## config.mk

```make
export PLATFORM = sky130hd
export DESIGN_NAME = utf8_string_validator
export DESIGN_NICKNAME = d
export VERILOG_FILES = /design/src/rtl/core/u8v_pkg.sv /design/src/rtl/core/utf8_string_validator.sv
export SDC_FILE = /design/constraint.sdc
export NUM_CORES = 1
export LEC_CHECK = 0
export BUFFER_PORTS_ARGS = -buffer_cell sky130_fd_sc_hd__buf_2
export CAP_MARGIN = 5
export CORE_ASPECT_RATIO = 2
export CORE_MARGIN = 2
export CORE_UTILIZATION = 40
export DETAILED_ROUTE_END_ITERATION = 8
export MAX_ROUTING_LAYER = met4
export PLACE_DENSITY = 0.64
export SLEW_MARGIN = 30
export SYNTH_ARGS = -nofsm -noshare
export SYNTH_HDL_FRONTEND = slang
export SYNTH_SLANG_ARGS = --single-unit
```

## constraint.sdc

```tcl
create_clock -name i_clk -period 5.71 [get_ports i_clk]
set_clock_uncertainty 0.05 [all_clocks]
set_input_delay 0.2855 -clock i_clk [delete_from_list [all_inputs] [get_ports i_clk]]
set_output_delay 0.2855 -clock i_clk [all_outputs]
set_load 0.01 [all_outputs]
```

## src/rtl/core/u8v_pkg.sv

```systemverilog
// Package for the UTF-8 string validator: widths, bit-count limits and lead-byte decode.
// Used by utf8_string_validator and its checker; depends on nothing else.
package u8v_pkg;

    localparam int BYTE_W    = 8;
    localparam int LEN_W     = 3;
    localparam int ACC_W     = 31;
    localparam int SHIFT_W   = 5;
    localparam int OUT_TDATA_W = 8;

    // Code returned by lead_length for the forbidden 0xFE and 0xFF lead bytes.
    localparam logic [LEN_W:0] LEAD_BAD = 4'd7;

    typedef logic [LEN_W-1:0] t_len;
    typedef logic [SHIFT_W-1:0] t_shift;

    // Number of leading ones of a lead byte that has its top two bits set.
    function automatic logic [LEN_W:0] lead_length(input logic [BYTE_W-1:0] b);
        logic [LEN_W:0] n;
        begin
            priority casez (b)
                8'b110?_????: n = 4'd2;
                8'b1110_????: n = 4'd3;
                8'b1111_0???: n = 4'd4;
                8'b1111_10??: n = 4'd5;
                8'b1111_110?: n = 4'd6;
                default:      n = LEAD_BAD;
            endcase
            return n;
        end
    endfunction

    // Smallest legal significant-bit count minus one, per sequence length.
    function automatic t_shift min_shift(input t_len len);
        t_shift s;
        begin
            unique case (len)
                3'd2:    s = 5'd7;
                3'd3:    s = 5'd11;
                3'd4:    s = 5'd16;
                3'd5:    s = 5'd21;
                3'd6:    s = 5'd26;
                default: s = 5'd0;
            endcase
            return s;
        end
    endfunction

    // Largest legal significant-bit count per sequence length.
    function automatic t_shift max_shift(input t_len len);
        t_shift s;
        begin
            unique case (len)
                3'd2:    s = 5'd11;
                3'd3:    s = 5'd16;
                3'd4:    s = 5'd21;
                3'd5:    s = 5'd26;
                3'd6:    s = 5'd31;
                default: s = 5'd31;
            endcase
            return s;
        end
    endfunction

endpackage

```

## src/rtl/core/utf8_string_validator.sv

```systemverilog
// Top level of the UTF-8 string validator: byte stream in, one verdict item per string out.
// Depends on u8v_pkg.
//
//  Channel   | Direction | Payload
//  ----------+-----------+-----------------------------------------------
//  s_axis    | in        | tdata[7:0] = byte_value (zero ends the string)
//  m_axis    | out       | tdata[0] = well_formed, tdata[7:1] = 0
//  cfg       | in        | i_cfg_wdata = allow_two_byte_nul
//
// One byte per cycle while no stalled verdict holds a zero byte: a byte waits in
// the input register, then the decode and the leading-one limit check update the
// string state in one step. A verdict is offered on m_axis once its zero byte has
// left the input register; the verdict register then holds it until m_axis takes it.
// Reset (synchronous, active low) clears the string state and the config bit.
// A stalled verdict holds the next zero byte in the input register, and with it
// every byte behind that zero; bytes ahead of it keep flowing.
module utf8_string_validator (
    input  logic       i_clk,
    input  logic       i_rst_n,
    input  logic       i_cfg_we,
    input  logic       i_cfg_wdata,
    input  logic       i_s_axis_tvalid,
    output logic       o_s_axis_tready,
    input  logic [7:0] i_s_axis_tdata,    // [7:0] byte_value
    output logic       o_m_axis_tvalid,
    input  logic       i_m_axis_tready,
    output logic [7:0] o_m_axis_tdata     // [0] well_formed, [7:1] zero
);

    logic                          r_allow;
    logic                          r_in_valid;
    logic [u8v_pkg::BYTE_W-1:0]    r_in_byte;
    u8v_pkg::t_len                 r_len, n_len;
    u8v_pkg::t_len                 r_seen, n_seen;
    logic [u8v_pkg::ACC_W-1:0]     r_acc, n_acc;
    logic                          r_err, n_err;
    logic                          r_out_valid;
    logic                          r_out_wf;

    logic                          out_free;
    logic                          advance;
    logic                          in_zero;
    logic [u8v_pkg::LEN_W:0]       lead_n;
    logic [u8v_pkg::BYTE_W-1:0]    payload;
    logic [u8v_pkg::ACC_W-1:0]     acc_next;
    u8v_pkg::t_len                 seen_next;
    logic                          too_big;
    logic                          too_small;
    logic                          nul_ok;

    assign out_free        = !r_out_valid || i_m_axis_tready;
    assign in_zero         = (r_in_byte == '0);
    assign advance         = r_in_valid && (!in_zero || out_free);
    assign o_s_axis_tready = !r_in_valid || advance;

    assign o_m_axis_tvalid = r_out_valid;
    assign o_m_axis_tdata  = {{(u8v_pkg::OUT_TDATA_W-1){1'b0}}, r_out_wf};

    assign lead_n    = u8v_pkg::lead_length(r_in_byte);
    assign payload   = r_in_byte & (8'hFF >> (lead_n + 4'd1));
    assign acc_next  = {r_acc[u8v_pkg::ACC_W-7:0], r_in_byte[5:0]};
    assign seen_next = r_seen + 3'd1;

    // Bit-count limits as threshold tests on the completed code point.
    assign too_big   = (acc_next >> u8v_pkg::max_shift(r_len)) != '0;
    assign too_small = (acc_next >> u8v_pkg::min_shift(r_len)) == '0;
    assign nul_ok    = r_allow && (r_len == 3'd2) && (acc_next == '0);

    always_comb begin
        n_len  = r_len;
        n_seen = r_seen;
        n_acc  = r_acc;
        n_err  = r_err;
        if (in_zero) begin
            n_len  = '0;
            n_seen = '0;
            n_acc  = '0;
            n_err  = 1'b0;
        end else if (r_err) begin
            n_err = 1'b1;
        end else if (r_len == '0) begin
            if (r_in_byte[7]) begin
                if (!r_in_byte[6] || lead_n == u8v_pkg::LEAD_BAD) begin
                    n_err = 1'b1;
                end else begin
                    n_len  = lead_n[u8v_pkg::LEN_W-1:0];
                    n_seen = 3'd1;
                    n_acc  = {{(u8v_pkg::ACC_W-u8v_pkg::BYTE_W){1'b0}}, payload};
                end
            end
        end else if (r_in_byte[7:6] != 2'b10) begin
            n_err  = 1'b1;
            n_len  = '0;
            n_seen = '0;
            n_acc  = '0;
        end else if (seen_next < r_len) begin
            n_seen = seen_next;
            n_acc  = acc_next;
        end else begin
            // Sequence complete: accept it only inside its bit-count range, or as an allowed two-byte NUL.
            n_err  = !nul_ok && (too_big || too_small);
            n_len  = '0;
            n_seen = '0;
            n_acc  = '0;
        end
    end

    always_ff @(posedge i_clk) begin
        if (!i_rst_n) begin
            r_allow     <= 1'b0;
            r_in_valid  <= 1'b0;
            r_len       <= '0;
            r_seen      <= '0;
            r_acc       <= '0;
            r_err       <= 1'b0;
            r_out_valid <= 1'b0;
        end else begin
            if (i_cfg_we) begin
                r_allow <= i_cfg_wdata;
            end
            if (o_s_axis_tready) begin
                r_in_valid <= i_s_axis_tvalid;
            end
            if (advance) begin
                r_len  <= n_len;
                r_seen <= n_seen;
                r_acc  <= n_acc;
                r_err  <= n_err;
            end
            if (advance && in_zero) begin
                r_out_valid <= 1'b1;
            end else if (i_m_axis_tready) begin
                r_out_valid <= 1'b0;
            end
        end
    end

    always_ff @(posedge i_clk) begin
        if (o_s_axis_tready) begin
            r_in_byte <= i_s_axis_tdata;
        end
        if (advance && in_zero) begin
            r_out_wf <= !r_err && (r_len == '0);
        end
    end

endmodule

```

==> results of run 1 <==
## worst max-delay path: cells and delay by family (launching register included)
family                     cells  cell delay [ps]
and+or+nand+nor                4             1040
adders and majority gates      1              630
DFF                            1              310
AOI/OAI and AO/OA              4             1430
buffers and inverters          2              920
## how the worst min path moves through the flow
stage,cells after the start,slack (ps),to
after floorplan,0,330,r_in_byte[0]$_DFFE_PP_
after global routing,1,110,r_in_byte[6]$_DFFE_PP_
after detailed placement,1,410,r_in_byte[3]$_DFFE_PP_
after CTS,1,120,r_in_byte[3]$_DFFE_PP_
final,1,120,r_in_byte[3]$_DFFE_PP_
after global placement,1,410,r_in_byte[7]$_DFFE_PP_
## synth_stat cells (all sizes together) (5+ instances only)
cell / count
a21boi: 12
nand2: 46
ha: 8
nand4: 5
nor3: 25
and3: 6
a21o: 5
a211oi: 12
a2111oi: 6
o31ai: 7
nor2b: 26
nor4: 10
nand2b: 6
o211ai: 12
mux2i: 13
buf: 29
dfxtp: 35
clkbuf: 41
or3: 5
nor2: 59
edfxtp: 9
a221o: 5
a21oi: 38
nand3: 16
o22ai: 8
o21ai: 34
a22oi: 24
inv: 14
## power by group through the flow
stage	clock (mW)	sequential (mW)	combinational, mW
detailed placement	0	0.344	0.179
CTS	0.281	0.338	0.180
global route	0.294	0.339	0.199
global placement	0	0.345	0.178
floorplan	0	0.335	0.144
finish	0.274	0.339	0.186
## cells by family after synthesis
family / synth area share, %
AND/OR/NAND/NOR: 27.7
XOR/XNOR: 0.608
flip-flops: 22.5
AO/OA/AOI/OAI: 34.1
buffers and inverters: 9.14
other: 0.0867
multiplexers: 3.53
adder cells (fa/ha/maj): 2.31
## layer usage
| metal | vias up | GRT usage [%] | part of all wire (%) |
|---|---|---|---|
| met4 | 0 | 26.3 | 9.7 |
| met1 | 2272 | 30.0 | 33 |
| met2 | 319 | 53.3 | 51 |
| li1 | 2156 | - | - |
| met3 | 97 | 3.04 | 6.4 |
| met5 | - | - | 0 |
## metrics by stage
stage / hold WS [ps] / power [mW] / area, um2
after detailed placement: 414 / 0.524 / 4320
after global routing: 114 / 0.833 / 4460
after floorplan: 334 / 0.479 / 4350
after global placement: 414 / 0.523 / 4320
final: 124 / 0.799 / 4460
after CTS: 119 / 0.798 / 4460
## cell type report
type                       instances  share of cell area, %
clock buffer                       7                   2.98
clock inverter                     1                  0.112
inverter                          14                   1.18
multi-input combinational        472                   67.0
sequential                        44                   21.8
tap                              137                   3.85
timing repair buffer              24                   3.14
## state kept, by name, summed over array words and instances (netlist names)
register and cells:
r_acc 25, r_len 3, r_in_valid 1, o_m_axis_tvalid 1
r_out_wf 1, r_allow 1, r_in_byte 8, r_seen 3
r_err 1
==> summary.md, run 1 <==
| Metric | Value |
|---|---|
| Clock Tree Root | clkbuf_16 |
| Post-synth cell types | 77 |
| CTS tree | built |
| Num rows | 53 |
| Leakage | 1.56 nW |
| Max Transition Viols Final | 0 |
| Share of layout cells above drive strength 1 | ~7.7% |
| First-pass GRT wire length | 26600 um |
| CP Launch Type | flop |
| FF+latch count, synth | 44 |
| Crit-path max FO | 25 |
| Setup TNS | 0 ps |
| CP Capture Type | flop |
| Total track usage | a little under a third |
| # nets final | 583 |
| Warnings from Yosys | 0 |
| Yosys top cell area share | 16.2% |
| PwrDens | roughly 180 mW/mm2 |
| Critical Path Sink | r_err$_SDFFE_PN0P_ |
| Worst hold-check path type | primary input to flop |
| R2R depth | 11 |
| NetSw | 0.247 mW |
| Largest net degree at the start of global routing | 56 |
| H-tree depth | 2 |
| Ports | 24 |
| Clock tree sinks | 44 |
| Post-Place Cells | 691 |
| Crit-path max cell delay | ~630 ps |
| Drt total wl | 17100 um |
| Die outline area | 0.0117 mm2 |
| Pre-CTS WS | 1460 ps |
| Detailed-route via count | 4844 |
| Drt first-iter violations | 625 |
| RR Startpoint | r_len[1]$_SDFFE_PN0P_ |
| Worst EP required | slightly below 6000 ps |
| Total core area | 0.0105 mm2 |
| Post-CTS Setup Inserts | 0 |
| Reg area | 971 um2 |
| RSZ-0062 raised after global routing | false |
| WP data arrival | 4600 ps |
| Critical path cell sequence | inv_1, ha_1, inv_1, nand2_1, nor2_1, nor2_1, a2111oi_0, and2_0, o2111ai_1, a211o_1, a221o_1 |
| Slew @ Worst Pin | 810 ps |
| Worst-path clk slew | ~60 ps |
| Max-slew headroom | 45.6% |
| Final hold viol count | 0 |
| Clock Tree Buf Depth | 2 |
| Initial antenna violation count | 0 |
| Mapped Cells | 594 |
| Multi-input gate area | 0.00298 mm2 |
| CP Class | flop to flop |
| Routed wire per std cell | 24.5 um |
| VDD IR max | 0.335 mV |
| CTS Hold Buffers Added | 0 |
| Switching share of total power | a little under a third |
| Post-CTS sizing | 0 |
| Syn avg cell area | 7.28 um2 |
| Most frequent cells in the layout | nor2_1 (59), nand2_1 (46), a21oi_1 (37), dfxtp_1 (35), o21ai_0 (34) |
| Setup violators final | 0 |
| Post-synth top flop | dfxtp_1 |
| Seq/Total Area, Yosys | between 20 and 25% |
| RR Endpoint | r_err$_SDFFE_PN0P_ |
| TritonCTS Buffers | 5 |
| Die width | 77.5 um |
| PnR worst setup slack | 1230 ps |
| Die height | 151 um |
| Vias/cell | 6.93 |
| Aggregate global routing overflow | 0 |
| Status | finished, final reports clean |
| Leading area contributor after synthesis | dfxtp_1 |
| Synth-to-Final Area Change | 3.07% |
| Max-cap viol count | 0 |
| Input/output buffers | 16 |
| Detailed Routing Iterations Pass 1 | 6 |
| Slowest-stage cell, CP | ha_1 |
| Clk pwr share | 34.3% |
| Logic pwr share | 23.3% |
| Maximum clock frequency | 0.223 GHz |
| Commonest non-fill, non-tap cell in the layout | nor2_1 |
| # DRC | 0 |
| RD Place Congestion | 0.990 |
| Fillers | 1095 |
| Tmin final | 4480 ps |
| Crit. Startpoint | r_len[1]$_SDFFE_PN0P_ |
| Tcrit/Tclk final | roughly four fifths |
| Detail Placement HPWL | 12500 um |
| Clk Latency, worst-skew pair | 280 ps |
| Cell internal pwr | approximately 0.55 mW |
| Starting Density | 41.0% |
| EDFF count, synth | 9 |
| Area contributors post-synth | dfxtp_1 (16%), edfxtp_1 (6.3%), nor2_1 (5.1%) |
| Final Core Density | 42.3% |
| Vias in the first global route | 4706 |
| Final Non-Filler Cells | 699 |
| ANT nets after route | 0 |
| Seq pwr share | 42.4% |
| Synthesized area | around 0.0043 mm2 |
| Internal reg-to-reg setup slack | around 1200 ps |
| Post-synth ARST share | 0% |
| Worst Min Path Start | i_s_axis_tdata[3] |
| # diodes | 0 |
No activity file was read; power rests on OpenSTA's default activity.
==> run 2, diff against run 1 <==
--- a/config.mk
+++ b/config.mk
@@ -12,7 +12,7 @@
 export CORE_UTILIZATION = 40
 export DETAILED_ROUTE_END_ITERATION = 8
 export MAX_ROUTING_LAYER = met4
-export PLACE_DENSITY = 0.64
+export PLACE_DENSITY = 0.66
 export SLEW_MARGIN = 30
 export SYNTH_ARGS = -nofsm -noshare
 export SYNTH_HDL_FRONTEND = slang
==> constraint.sdc (replaced) <==
create_clock -name i_clk -period 3.7 [get_ports i_clk]
set_clock_uncertainty 0.05 [all_clocks]
set_input_delay 0.185 -clock i_clk [delete_from_list [all_inputs] [get_ports i_clk]]
set_output_delay 0.185 -clock i_clk [all_outputs]
set_load 0.01 [all_outputs]
==> summary.md, run 2 (synthesized netlist as in run 1, its figures left out) <==
| Metric | Value |
|---|---|
| WP data arrival | 3500 ps (was 4600 ps) |
| Slowest-stage cell, CP | or4bb_1 (was ha_1) |
| CTS Hold Buffers Added | 0 (unchanged) |
| Cell Area, Placed | 0.00454 mm2 (was 0.00432 mm2) |
| Die width | 77.5 um (unchanged) |
| CP Launch Type | flop (unchanged) |
| Drt first-iter violations | 509 (was 625) |
| CP Capture Type | flop (unchanged) |
| Detailed-route via count | 4985 (was 4844) |
| Slew @ Worst Pin | 933 ps (was 810 ps) |
| Max Transition Viols Final | 0 (unchanged) |
| Tcrit/Tclk final | 91.4% (was 78.5%) |
| Aggregate global routing overflow | 0 (unchanged) |
| Final Non-Filler Cells | 728 (was 699) |
| Clock tree sinks | 44 (unchanged) |
| PnR worst setup slack | 320 ps (was 1230 ps) |
| Status | finished, final reports clean (unchanged) |
| Crit-path max FO | 11 (was 25) |
| Pre-CTS WS | 412 ps (was 1460 ps) |
| H-tree depth | 2 (unchanged) |
| Vias in the first global route | 4860 (was 4706) |
| ANT nets after route | 0 (unchanged) |
| Worst EP required | 3820 ps (was 5830 ps) |
| Initial antenna violation count | 1 (was 0) |
| Vias/cell | 6.85 (was 6.93) |
| RSZ-0062 raised after global routing | false (unchanged) |
| Detail Placement HPWL | 13400 um (was 12500 um) |
| TritonCTS Buffers | 5 (unchanged) |
| Largest regs | r_acc: 25 flops, r_in_byte: 8 flops (unchanged) |
| Design Area, Final | 0.00469 mm2 (was 0.00446 mm2) |
| Worst-path clk slew | 60 ps (about the same) |
| Maximum clock frequency | 0.296 GHz (was 0.223 GHz) |
| Final hold viol count | 0 (unchanged) |
| Drt total wl | 18000 um (was 17100 um) |
| Most frequent cells in the layout | nor2_1 (59), nand2_1 (46), a21oi_1 (38), dfxtp_1 (35), buf_4 (35) (was nor2_1 (59), nand2_1 (46), a21oi_1 (37), dfxtp_1 (35), o21ai_0 (34)) |
| Share of layout cells above drive strength 1 | 12.0% (was 7.65%) |
| Setup violators final | 0 (unchanged) |
| Max-slew headroom | 37.2% (was 45.6%) |
| Total core area | 0.0105 mm2 (unchanged) |
| Num rows | 53 (unchanged) |
| Input/output buffers | 16 (unchanged) |
| Detailed Routing Iterations Pass 1 | 6 (unchanged) |
| Setup TNS | 0 ps (unchanged) |
| Critical Path Sink | r_err$_SDFFE_PN0P_ (unchanged) |
| Tmin final | 3380 ps (was 4480 ps) |
| Worst hold-check path type | primary input to flop (unchanged) |
| Routed wire per std cell | 24.8 um (was 24.5 um) |
| RR Endpoint | r_err$_SDFFE_PN0P_ (unchanged) |
| Number of flip-flops in the largest register | 25 (unchanged) |
| Post-Place Cells | 719 (was 691) |
| Max-cap viol count | 0 (unchanged) |
| Final Core Density | 44.4% (was 42.3%) |
| First-pass GRT wire length | 27700 um (was 26600 um) |
| Die height | 151 um (unchanged) |
| Die outline area | 0.0117 mm2 (unchanged) |
| Largest reg by FF count | r_acc (unchanged) |
| Clk Latency, worst-skew pair | 290 ps (was 280 ps) |
| CP Class | flop to flop (unchanged) |
| Overall Power | 1.28 mW (was 0.799 mW) |
| PwrDens | 273 mW/mm2 (was 179 mW/mm2) |
| CTS tree | built (unchanged) |
| Clock Tree Buf Depth | 2 (unchanged) |
| Crit-path max cell delay | 530 ps (was 630 ps) |
| Post-CTS Setup Inserts | 0 (unchanged) |
| Starting Density | 41.0% (unchanged) |
| RR Startpoint | r_len[0]$_SDFFE_PN0P_ (was r_len[1]$_SDFFE_PN0P_) |
| Internal reg-to-reg setup slack | 320 ps (was 1230 ps) |
| Crit. Startpoint | r_len[0]$_SDFFE_PN0P_ (was r_len[1]$_SDFFE_PN0P_) |
| Ports | 24 (unchanged) |
| Critical path cell sequence | buf_4, or4bb_1, a31o_1, a21o_1, a32oi_2, nand4_1, o221ai_1, o2111ai_1, a211o_1, a221o_1 (was inv_1, ha_1, inv_1, nand2_1, nor2_1, nor2_1, a2111oi_0, and2_0, o2111ai_1, a211o_1, a221o_1) |
| Commonest non-fill, non-tap cell in the layout | nor2_1 (unchanged) |
| Leakage | 1.70 nW (was 1.56 nW) |
| Minimum hold slack | 17.8 ps (was 124 ps) |
| Post-CTS sizing | 0 (unchanged) |
| # DRC | 0 (unchanged) |
| RD Place Congestion | 1.00 (was 0.990) |
| Clock Tree Root | clkbuf_16 (unchanged) |
| Total track usage | 32.2% (was 30.6%) |
| Synth-to-Final Area Change | 8.36% (was 3.07%) |
| # nets final | 611 (was 583) |
| R2R depth | 10 (was 11) |
| VDD IR max | 0.295 mV (was 0.335 mV) |
| Largest net degree at the start of global routing | 49 (was 56) |
==> run 2: layout make-up <==
| type | count | area, um2 |
|---|---|---|
| repair buffers | 52 | 363 |
| inverters | 14 | 52.6 |
| multi-input cells | 472 | 2980 |
| clock inverters | 2 | 16.3 |
| well taps | 137 | 171 |
| diodes | 1 | 2.50 |
| flip-flops and latches | 44 | 971 |
| clock buffers | 6 | 129 |
| fillers | 1067 | 5860 |
==> run 2: critical path, delay by kind of cell (launching register included) <==
family,cells,cell delay [ps]
simple gates,2,720
compound gates,7,1750
buf+inv,1,220
flops,1,510
==> run 2: worst min-delay path by stage <==
stage                      start                     end  slack [ps]  depth (start not counted)
2_1_floorplan  i_s_axis_tdata[0]  r_in_byte[0]$_DFFE_PP_         230                          0
3_3_place_gp   i_s_axis_tdata[0]  r_in_byte[0]$_DFFE_PP_         310                          1
3_5_place_dp   i_s_axis_tdata[1]  r_in_byte[1]$_DFFE_PP_         310                          1
4_1_cts        i_s_axis_tdata[1]  r_in_byte[1]$_DFFE_PP_          10                          1
5_1_grt        i_s_axis_tdata[6]  r_in_byte[6]$_DFFE_PP_          10                          1
6_report       i_s_axis_tdata[3]  r_in_byte[3]$_DFFE_PP_          20                          1
==> run 2: where the power goes <==
part           total [mW]  internal, mW  switching, mW
sequential          0.523         0.500         0.0232
combinational       0.318         0.118          0.200
clock               0.436         0.251          0.185
==> run 2: layer usage <==
layer	track usage, %	share of wire [%]	vias up
met3	3.64	6.7	119
li1	-	-	2214
met5	-	0	-
met1	31.8	33	2346
met2	55.0	50	306
met4	29.2	10	0
==> run 3, diff against run 2 <==
--- a/config.mk
+++ b/config.mk
@@ -13,6 +13,7 @@
 export DETAILED_ROUTE_END_ITERATION = 8
 export MAX_ROUTING_LAYER = met4
 export PLACE_DENSITY = 0.66
+export RECOVER_POWER = 100
 export SLEW_MARGIN = 30
 export SYNTH_ARGS = -nofsm -noshare
 export SYNTH_HDL_FRONTEND = slang
==> summary.md, run 3 (synthesized netlist as in run 1, its figures left out) <==
| Metric | Value |
|---|---|
| Status | finished, final reports clean (unchanged) |
| Worst hold-check path type | primary input to flop (unchanged) |
| Max-slew headroom | 37.4% (was 37.2%) |
| TritonCTS Buffers | 5 (unchanged) |
| CTS Hold Buffers Added | 0 (unchanged) |
| PwrDens | 273 mW/mm2 (about the same) |
| H-tree depth | 2 (unchanged) |
| RD Place Congestion | 1.00 (unchanged) |
| Worst Min Path Start | i_s_axis_tdata[3] (unchanged) |
| Internal reg-to-reg setup slack | 330 ps (was 320 ps) |
| Worst Hold End | r_in_byte[3]$_DFFE_PP_ (unchanged) |
| VDD IR max | 0.297 mV (was 0.295 mV) |
| Cell Area, Placed | 0.00454 mm2 (unchanged) |
| Setup TNS | 0 ps (unchanged) |
| Hold Path Depth | 1 (unchanged) |
| Detailed Routing Iterations Pass 1 | 8 (was 6) |
| Input/output buffers | 16 (unchanged) |
| Slew @ Worst Pin | 930 ps (was 933 ps) |
| Aggregate global routing overflow | 0 (unchanged) |
| Vias/cell | 6.82 (was 6.85) |
| Tcrit/Tclk final | 91.1% (was 91.4%) |
| Vias in the first global route | 4860 (unchanged) |
| Crit-path max FO | 48 (was 11) |
| Clock Tree Buf Depth | 2 (unchanged) |
| Initial antenna violation count | 1 (unchanged) |
| Max-cap viol count | 0 (unchanged) |
| ANT nets after route | 0 (unchanged) |
| Clock tree sinks | 44 (unchanged) |
| Drt first-iter violations | 559 (was 509) |
| Commonest non-fill, non-tap cell in the layout | nor2_1 (unchanged) |
| # nets final | 611 (unchanged) |
| Total track usage | 32.2% (unchanged) |
| Total core area | 0.0105 mm2 (unchanged) |
| CP Capture Type | flop (unchanged) |
| Maximum clock frequency | 0.297 GHz (was 0.296 GHz) |
| Synth-to-Final Area Change | 8.02% (was 8.36%) |
| Drt total wl | 18000 um (about the same) |
| # DRC | 0 (unchanged) |
| Largest reg by FF count | r_acc (unchanged) |
| CP Launch Type | flop (unchanged) |
| Design Area, Final | 0.00467 mm2 (was 0.00469 mm2) |
| Overall Power | 1.28 mW (about the same) |
| Post-CTS Setup Inserts | 0 (unchanged) |
| WP data arrival | 3490 ps (was 3500 ps) |
| Final hold viol count | 0 (unchanged) |
| RR Startpoint | r_len[2]$_SDFFE_PN0P_ (was r_len[0]$_SDFFE_PN0P_) |
| Minimum hold slack | 18.2 ps (was 17.8 ps) |
| Number of flip-flops in the largest register | 25 (unchanged) |
| Ports | 24 (unchanged) |
| Clk Latency, worst-skew pair | 290 ps (about the same) |
| Die width | 77.5 um (unchanged) |
| Leakage | 1.69 nW (was 1.70 nW) |
| First-pass GRT wire length | 27700 um (unchanged) |
| RSZ-0062 raised after global routing | false (unchanged) |
| Die outline area | 0.0117 mm2 (unchanged) |
| Detail Placement HPWL | 13400 um (unchanged) |
| CP Class | flop to flop (unchanged) |
| Worst-path clk slew | 60 ps (about the same) |
| Routed wire per std cell | 24.7 um (was 24.8 um) |
| Largest regs | r_acc: 25 flops, r_in_byte: 8 flops (unchanged) |
| Largest net degree at the start of global routing | 49 (unchanged) |
| Detailed-route via count | 4967 (was 4985) |
| Share of layout cells above drive strength 1 | 11.2% (was 12.0%) |
| CTS tree | built (unchanged) |
| Most frequent cells in the layout | nor2_1 (59), nand2_1 (46), a21oi_1 (38), dfxtp_1 (35), o21ai_0 (34) (was nor2_1 (59), nand2_1 (46), a21oi_1 (38), dfxtp_1 (35), buf_4 (35)) |
| Worst EP required | 3820 ps (about the same) |
| Setup violators final | 0 (unchanged) |
| Tmin final | 3370 ps (was 3380 ps) |
| Max Transition Viols Final | 0 (unchanged) |
| Die height | 151 um (unchanged) |
| Starting Density | 41.0% (unchanged) |
| R2R depth | 11 (was 10) |
| Post-CTS sizing | 0 (unchanged) |
| Num rows | 53 (unchanged) |
| RR Endpoint | r_err$_SDFFE_PN0P_ (unchanged) |
| Clock Tree Root | clkbuf_16 (unchanged) |
[run 3: cell count changes in the layout (fill, tap and decap cells not counted)]
cell | previous run | this run
clkbuf_1 | 1 | 5
nor3_1 | 24 | 25
clkbuf_2 | 0 | 1
nor3_2 | 1 | 0
buf_4 | 35 | 33
buf_2 | 16 | 13
[run 3: report_power, final]
part	leakage, nW	total [mW]	internal (mW)	switching (mW)
Combinational	1.25	0.317	0.118	0.199
Sequential	0.376	0.523	0.500	0.0231
Clock	0.0671	0.435	0.251	0.184
Total	1.69	1.28	0.869	0.406
[run 3: critical path, cell delays in order (launching register included)]
cell,delay [ps]
dfxtp_1,410
buf_12,250
xor2_1,360
a21oi_1,180
buf_4,210
a221o_1,360
a211oi_2,300
nand4b_1,170
o221ai_1,110
o2111ai_1,140
a211o_1,330
a221o_1,350
[run 3: area by class of cell]
cell class | instances | area, um2
Multi-Input combinational cell | 472 | 2980
Timing Repair Buffer | 52 | 353
Clock buffer | 6 | 129
Inverter | 14 | 52.6
Fill cell | 1072 | 5870
Clock inverter | 2 | 16.3
Antenna cell | 1 | 2.50
Tap cell | 137 | 171
Sequential cell | 44 | 971
[run 3: worst max-delay path by stage]
stage / from / end / slack (ps) / cells past startpoint
after floorplan: r_len[1]$_SDFFE_PN0P_ / r_err$_SDFFE_PN0P_ / 20 / 16
after global placement: r_len[0]$_SDFFE_PN0P_ / r_err$_SDFFE_PN0P_ / 450 / 10
after detailed placement: r_len[0]$_SDFFE_PN0P_ / r_err$_SDFFE_PN0P_ / 410 / 10
after CTS: r_len[0]$_SDFFE_PN0P_ / r_err$_SDFFE_PN0P_ / 390 / 10
after global routing: r_in_byte[2]$_DFFE_PP_ / r_len[1]$_SDFFE_PN0P_ / 150 / 14
final: r_len[2]$_SDFFE_PN0P_ / r_err$_SDFFE_PN0P_ / 330 / 11
[run 3: per-layer routing]
layer | track usage (%) | part of all wire [%]
met5 | - | 0
met4 | 29.2 | 10
met3 | 3.64 | 6.5
met2 | 55.0 | 50
met1 | 31.8 | 33
[run 3: stage by stage]
| stage | setup WS (ps) | util (%) | instances |
|---|---|---|---|
| 6_report | 328 | 44.3 | 728 |
| 5_1_grt | 145 | 44.3 | 728 |
| 4_1_cts | 389 | 44.4 | 727 |
| 3_5_place_dp | 412 | 43.0 | 719 |
| 3_3_place_gp | 447 | 43.0 | 719 |
| 2_1_floorplan | 24.6 | - | 600 |
